[src/rtl/core/word_load_store_unit_defines.svh]
// ----------------------------------------------------------------------------
// word_load_store_unit_defines
// Assertion macros for the load/store unit.
// ----------------------------------------------------------------------------
`ifndef WORD_LOAD_STORE_UNIT_DEFINES_SVH
`define WORD_LOAD_STORE_UNIT_DEFINES_SVH
`ifndef SYNTHESIS
`define WLS_ASSERT_IMPL(label, clk, rst_n, ante, cons) \
    label: assert property (@(posedge clk) disable iff (!rst_n) (ante) |-> (cons)) \
        else $error("assertion failed");
`define WLS_ASSERT_NEXT(label, clk, rst_n, ante, cons) \
    label: assert property (@(posedge clk) disable iff (!rst_n) (ante) |=> (cons)) \
        else $error("assertion failed");
`else
`define WLS_ASSERT_IMPL(label, clk, rst_n, ante, cons)
`define WLS_ASSERT_NEXT(label, clk, rst_n, ante, cons)
`endif
`endif

[src/rtl/core/wlsu_pkg.sv]
// ----------------------------------------------------------------------------
// wlsu_pkg
// Types, constants and helpers for the word load/store unit.
// ----------------------------------------------------------------------------
package wlsu_pkg;

    localparam int unsigned MEM_WORDS_DEF = 16384;

    localparam logic [31:0] GPIO_SEL0 = 32'h2020_0000;
    localparam logic [31:0] GPIO_SEL1 = 32'h2020_0004;
    localparam logic [31:0] GPIO_SEL2 = 32'h2020_0008;
    localparam logic [31:0] GPIO_CLR  = 32'h2020_0028;
    localparam logic [31:0] GPIO_SET  = 32'h2020_001C;

    localparam logic [2:0] ST_SKIP  = 3'd0;
    localparam logic [2:0] ST_LOAD  = 3'd1;
    localparam logic [2:0] ST_STORE = 3'd2;
    localparam logic [2:0] ST_GSEL  = 3'd3;
    localparam logic [2:0] ST_PIN   = 3'd4;
    localparam logic [2:0] ST_OOB   = 3'd5;

    localparam logic [1:0] SH_LSL = 2'd0;
    localparam logic [1:0] SH_LSR = 2'd1;
    localparam logic [1:0] SH_ASR = 2'd2;
    localparam logic [1:0] SH_ROR = 2'd3;

    typedef struct packed {
        logic [31:0] instr_word;
        logic [3:0]  cond_flags;
        logic [31:0] base_value;
        logic [31:0] offset_reg_value;
        logic [31:0] amount_reg_value;
        logic [31:0] store_data;
    } t_in_item;

    typedef struct packed {
        logic [2:0]  status;
        logic        dest_write;
        logic [31:0] dest_value;
        logic        base_write;
        logic [31:0] new_base;
        logic [31:0] eff_address;
    } t_out_item;

    // datapath -> controller
    typedef struct packed {
        logic [2:0] kind;    // classified outcome
        logic       two_words;
    } t_dp_status;

    // controller -> datapath
    typedef struct packed {
        logic decode;  // latch item, issue reads
        logic finish;  // reads valid, write / report
    } t_dp_cmd;

    function automatic logic cond_pass(input logic [3:0] c, input logic [3:0] f);
        logic n, z, cy, v;
        n = f[3]; z = f[2]; cy = f[1]; v = f[0];
        case (c)
            4'd0:    cond_pass = z;
            4'd1:    cond_pass = !z;
            4'd2:    cond_pass = cy;
            4'd3:    cond_pass = !cy;
            4'd4:    cond_pass = n;
            4'd5:    cond_pass = !n;
            4'd6:    cond_pass = v;
            4'd7:    cond_pass = !v;
            4'd8:    cond_pass = cy && !z;
            4'd9:    cond_pass = !cy || z;
            4'd10:   cond_pass = n == v;
            4'd11:   cond_pass = n != v;
            4'd12:   cond_pass = !z && (n == v);
            4'd13:   cond_pass = z || (n != v);
            4'd14:   cond_pass = 1'b1;
            default: cond_pass = 1'b0;
        endcase
    endfunction

    function automatic logic [31:0] shift_val(input logic [31:0] x, input logic [1:0] ty,
                                              input logic [7:0] amt);
        logic [63:0] rr;
        shift_val = x;
        rr = {x, x} >> amt[4:0];
        if (amt != 8'd0) begin
            case (ty)
                SH_LSL:  shift_val = (amt >= 8'd32) ? 32'd0 : (x << amt[4:0]);
                SH_LSR:  shift_val = (amt >= 8'd32) ? 32'd0 : (x >> amt[4:0]);
                SH_ASR:  shift_val = (amt >= 8'd32) ? {32{x[31]}}
                                                    : 32'($signed(x) >>> amt[4:0]);
                default: shift_val = rr[31:0];
            endcase
        end
    endfunction

endpackage

[src/rtl/core/wlsu_ctrl.sv]
// ----------------------------------------------------------------------------
// wlsu_ctrl
// Sequencer: memory clear after reset, then decode / finish per item.
// ----------------------------------------------------------------------------
`include "word_load_store_unit_defines.svh"
module wlsu_ctrl #(
    parameter int unsigned MEM_WORDS = wlsu_pkg::MEM_WORDS_DEF
) (
    input  logic                 i_clk,
    input  logic                 i_rst_n,
    input  logic                 i_start,
    input  wlsu_pkg::t_dp_status i_status,
    output wlsu_pkg::t_dp_cmd    o_cmd,
    output logic                 o_busy,
    output logic                 o_done,
    output logic                 o_clr_en,
    output logic [$clog2(MEM_WORDS)-1:0] o_clr_addr
);
    localparam int unsigned AW = $clog2(MEM_WORDS);
    typedef enum logic [1:0] {S_CLEAR, S_IDLE, S_FINISH} t_state;
    t_state r_state;
    logic [AW-1:0] r_clr;
    logic r_done;

    always_ff @(posedge i_clk) begin
        if (!i_rst_n) begin
            r_state <= S_CLEAR;
            r_clr   <= '0;
            r_done  <= 1'b0;
        end else begin
            r_done <= 1'b0;
            case (r_state)
                S_CLEAR: begin
                    r_clr <= r_clr + AW'(1);
                    if (r_clr == AW'(MEM_WORDS - 1)) r_state <= S_IDLE;
                end
                S_IDLE: if (i_start) r_state <= S_FINISH;
                S_FINISH: begin
                    r_state <= S_IDLE;
                    r_done  <= 1'b1;
                end
                default: r_state <= S_IDLE;
            endcase
        end
    end

    assign o_busy       = r_state != S_IDLE;
    assign o_cmd.decode = r_state == S_IDLE && i_start;
    assign o_cmd.finish = r_state == S_FINISH;
    assign o_clr_en     = r_state == S_CLEAR;
    assign o_clr_addr   = r_clr;
    assign o_done       = o_cmd.finish;

    `WLS_ASSERT_NEXT(a_dec_fin, i_clk, i_rst_n, o_cmd.decode, o_cmd.finish)
    `WLS_ASSERT_IMPL(a_no_clr_fin, i_clk, i_rst_n, o_cmd.finish, !o_clr_en)
    `WLS_ASSERT_NEXT(a_fin_idle, i_clk, i_rst_n, o_cmd.finish, !o_busy && r_done)
    `WLS_ASSERT_IMPL(a_kind_rng, i_clk, i_rst_n, o_cmd.finish, i_status.kind <= 3'd5)
endmodule

[config.mk]
export PLATFORM = sky130hd
export DESIGN_NAME = wlsu_ctrl
export DESIGN_NICKNAME = d
export VERILOG_FILES = /design/src/rtl/core/wlsu_pkg.sv /design/src/rtl/core/wlsu_ctrl.sv
export VERILOG_INCLUDE_DIRS = /design/src /design/src/rtl/core
export SDC_FILE = /design/constraint.sdc
export NUM_CORES = 1
export LEC_CHECK = 0
export ABC_AREA = 1
export BUFFER_PORTS_ARGS = -buffer_cell sky130_fd_sc_hd__clkbuf_2
export CORE_MARGIN = 2
export CORE_UTILIZATION = 50
export CTS_CLUSTER_DIAMETER = 50
export CTS_CLUSTER_SIZE = 10
export DETAILED_ROUTE_END_ITERATION = 12
export PLACE_DENSITY = 0.79
export SLEW_MARGIN = 20
export SYNTH_ARGS = -nofsm -noshare
export SYNTH_HDL_FRONTEND = slang
export SYNTH_SLANG_ARGS = --single-unit
export TNS_END_PERCENT = 50
[constraint.sdc]
create_clock -name i_clk -period 2.7 [get_ports i_clk]
set_input_delay 0.135 -clock i_clk [delete_from_list [all_inputs] [get_ports i_clk]]
set_output_delay 0.135 -clock i_clk [all_outputs]
set_load 0.01 [all_outputs]
==> flow_summary.rst <==
.. list-table::
   :header-rows: 1

   * - Metric
     - Value
   * - CTS resizes
     - 0
   * - IO Pins
     - 26
   * - Total CTS buffers
     - 3
   * - Initial Util
     - 53.3%
   * - Highest Clock Rate
     - ~0.72 GHz
   * - Number of H-tree levels
     - 1
   * - Post-synthesis to final-layout area growth
     - 17.2%
   * - Overall global routing resource usage
     - 19.5%
   * - Highest-count cells in the layout ignoring fill and taps
     - nor2_1 (25), nand2_1 (24), clkbuf_2 (21), dfxtp_1 (16), inv_1 (15)
   * - Buffers inserted during post-CTS setup optimization
     - 0
   * - Net switching fraction of the power
     - roughly 23%
   * - Required time of the critical path
     - about 2900 ps
   * - DIE WIDTH
     - 43.8 um
   * - Area leader, netlist
     - dfxtp_1
   * - Vias per cell
     - 5.17
   * - Yosys Warn Count
     - 0
   * - Share of post-route cells with drive strength above 1
     - 22.1%
   * - Reg area
     - 320 sq um
   * - Die area
     - 0.00192 sq mm
   * - Cell depth of the worst hold path
     - 3
   * - Average footprint of a synthesized cell
     - between 6 and 7 sq um
   * - Cell at the root of the clock tree
     - clkbuf_4
   * - Placer congestion estimate
     - 0.870
   * - Clock insertion delay at the later pin of the skew report
     - 280 ps
   * - Initial DRC Count
     - 13
   * - Design internal power
     - 301 uW
   * - Std-Cell Core Area
     - 0.00149 sq mm
   * - Cells on worst reg2reg path
     - 6
   * - Number of antenna violations at the first check in global routing
     - 0
   * - Hold Violations, Final
     - 0
   * - Total inserted antenna cells
     - 0
   * - Total detailed-routing wirelength
     - 1.65 mm
   * - Length of the first detailed-routing pass in iterations
     - 4
   * - Layout Skew
     - about 0.42 ps
   * - TritonCTS Sinks
     - 16
   * - Portion of total power attributed to sequential cells
     - 62.9%
   * - Worst vdd ir
     - around 360 uV
   * - Height of the chip
     - 43.8 um
   * - Switching power summed over all nets
     - 88.3 uW
   * - Dominant cells by area after synthesis
     - dfxtp_1 (40%), nor2_1 (12%), nand2_1 (11%), inv_1 (7.1%), nand3_1 (6.3%)
   * - Result of the run
     - finished clean
   * - Max stage delay on crit path
     - 390 ps
   * - DP Cell Count
     - 153
   * - Net Count, Synth
     - 126
   * - Cell area after technology mapping
     - around 800 sq um
   * - Clock network fraction of design power
     - 31.1%
   * - Most frequent standard cell in the layout excluding fill and tap cells
     - nor2_1
   * - Via count of the first global-routing pass
     - 656
   * - Register bit total from synthesis
     - 16
   * - Maximum fanout count along the critical path
     - 7
   * - Post-route antenna net violation count
     - 0
   * - Post-route DRC
     - 0
   * - Cell at the slowest stage of the critical path
     - dfxtp_1
   * - Capturing element type of the critical path
     - register
   * - Pin count of the biggest net entering global routing
     - 14
   * - Cell Rows
     - 14
   * - Library cells used by synthesis
     - 18
   * - Final standard cell utilization of the core
     - 62.4%
   * - Post-synthesis instance total
     - 118
   * - Number of max-slew violations in the final report
     - 0
   * - Multi-input combinational cell area
     - 398 sq um
   * - Overall via count from detail_route
     - between 800 and 900
   * - Number of port buffers
     - 21
   * - Filler instances
     - 152
   * - Average wire per standard cell
     - roughly 11 um
   * - Maxcap violations
     - 0
   * - Worst-margin pin slew
     - 277 ps
   * - Nature of the critical path startpoint
     - register
   * - Leakage
     - 0.000408 uW
   * - Arrival @ worst endpoint
     - ~1600 ps
   * - P per Cell Area
     - 419 mW/mm^2
   * - Summed negative setup slack over all endpoints
     - 0 ps
   * - Post-synth top area share
     - just over 40%
   * - TritonCTS clock tree
     - built
   * - First-pass GRT wire length
     - 2.81 mm
   * - Net total in the final layout
     - 150
   * - Final critical path time including I/O delays and setup
     - 1390 ps
   * - Sequential area share after synthesis
     - 40.4%
   * - Ratio of final minimum period to clock period
     - 51.3%
   * - Max-Slew Margin vs Limit
     - 81.5%
   * - Overall overflow remaining after global route
     - 0
   * - Clock slew seen by the registers of the worst setup and hold paths
     - roughly 80 ps
   * - Hold buffers post-CTS
     - 0
   * - HP Class
     - primary input to register
   * - Combinational share of power
     - 6.0%
   * - Non-filler instance count after layout
     - 156
   * - Post-DP HPWL
     - 1.25 mm
   * - Final Setup Violations
     - 0
   * - Maximum clock insertion buffer count
     - 2
   * - Cells along the critical path
     - ha_1 -> nand3_1 -> nor2_4 -> nand3_2 -> o21ai_0 -> nor2_1
   * - Kind of critical path
     - register to register
   * - Unrepaired setup endpoints after global routing
     - false
metal layers:
layer  track usage (%)  share of wire, %  up-vias
li1                  -                 -      415
met1              26.9                46      362
met2              28.8                47       25
met3              4.17               6.2        4
met4              9.09               1.0        0
met5                 0                 0        -
registers in the layout, summed over array words and instances (netlist names):
name        count
o_clr_addr     14
r_state         2
cell type report:
cell class / count / share of cell area, %
Timing Repair Buffer: 21 / 11.3
Tap cell: 16 / 2.15
Inverter: 17 / 6.86
Multi-Input combinational cell: 83 / 42.8
Clock buffer: 3 / 2.42
Sequential cell: 16 / 34.5
critical path, delay by kind of cell, from the launching register on:
| kind | cells | cell delay, ps |
|---|---|---|
| and+or+nand+nor | 4 | 490 |
| DFF | 1 | 390 |
| adders and majority gates | 1 | 240 |
| AOI/OAI and AO/OA | 1 | 160 |
metrics by stage:
stage	power (uW)	hold slack [ps]	setup WS, ps	instance area (sq um)
6_report	389	135	1310	930
5_1_grt	404	154	1170	930
4_1_cts	391	141	1320	930
3_5_place_dp	273	439	1340	907
3_3_place_gp	272	422	1380	907
2_1_floorplan	265	273	1410	793
logic make-up (layout without fill, tap and decap cells):
| group | after synthesis | in the layout | synth area share [%] |
|---|---|---|---|
| AOI/OAI and AO/OA | 16 | 16 | 10.4 |
| xor gates and xnor gates | 1 | 1 | 1.10 |
| adders and majority gates | 1 | 1 | 1.58 |
| buffers and inverters | 19 | 41 | 9.46 |
| DFF | 16 | 16 | 40.4 |
| and+or+nand+nor | 65 | 65 | 37.1 |
cell usage after synthesis:
| cell | n |
|---|---|
| nor3_1 | 1 |
| a21oi_1 | 8 |
| o21ai_0 | 6 |
| xor2_1 | 1 |
| nor2_4 | 3 |
| nand2_4 | 1 |
| nand3_2 | 1 |
| nand2_1 | 24 |
| inv_1 | 15 |
| o21ai_1 | 1 |
| inv_2 | 2 |
| a211oi_1 | 1 |
| dfxtp_1 | 16 |
| nor2_1 | 25 |
| buf_4 | 1 |
| clkbuf_1 | 1 |
| nand3_1 | 10 |
| ha_1 | 1 |
power groups by stage:
stage                     registers [uW]  clock network (uW)  logic [uW]
after global routing                 245                 132        27.2
after floorplan                      251                   0        13.2
final                                245                 121        23.2
after global placement               250                   0        22.2
after detailed placement             250                   0        23.2
after CTS                            245                 123        23.4
path summary, 6_finish.rpt:
kind	startpoint	end	slack (ps)
min	i_start	r_state[1]	140
min reg2reg	o_clr_addr[6]	o_clr_addr[6]	470
max	o_clr_addr[1]	o_clr_addr[12]	1310
max reg2reg	o_clr_addr[1]	o_clr_addr[12]	1310
Power figures use the tool's default switching activity.
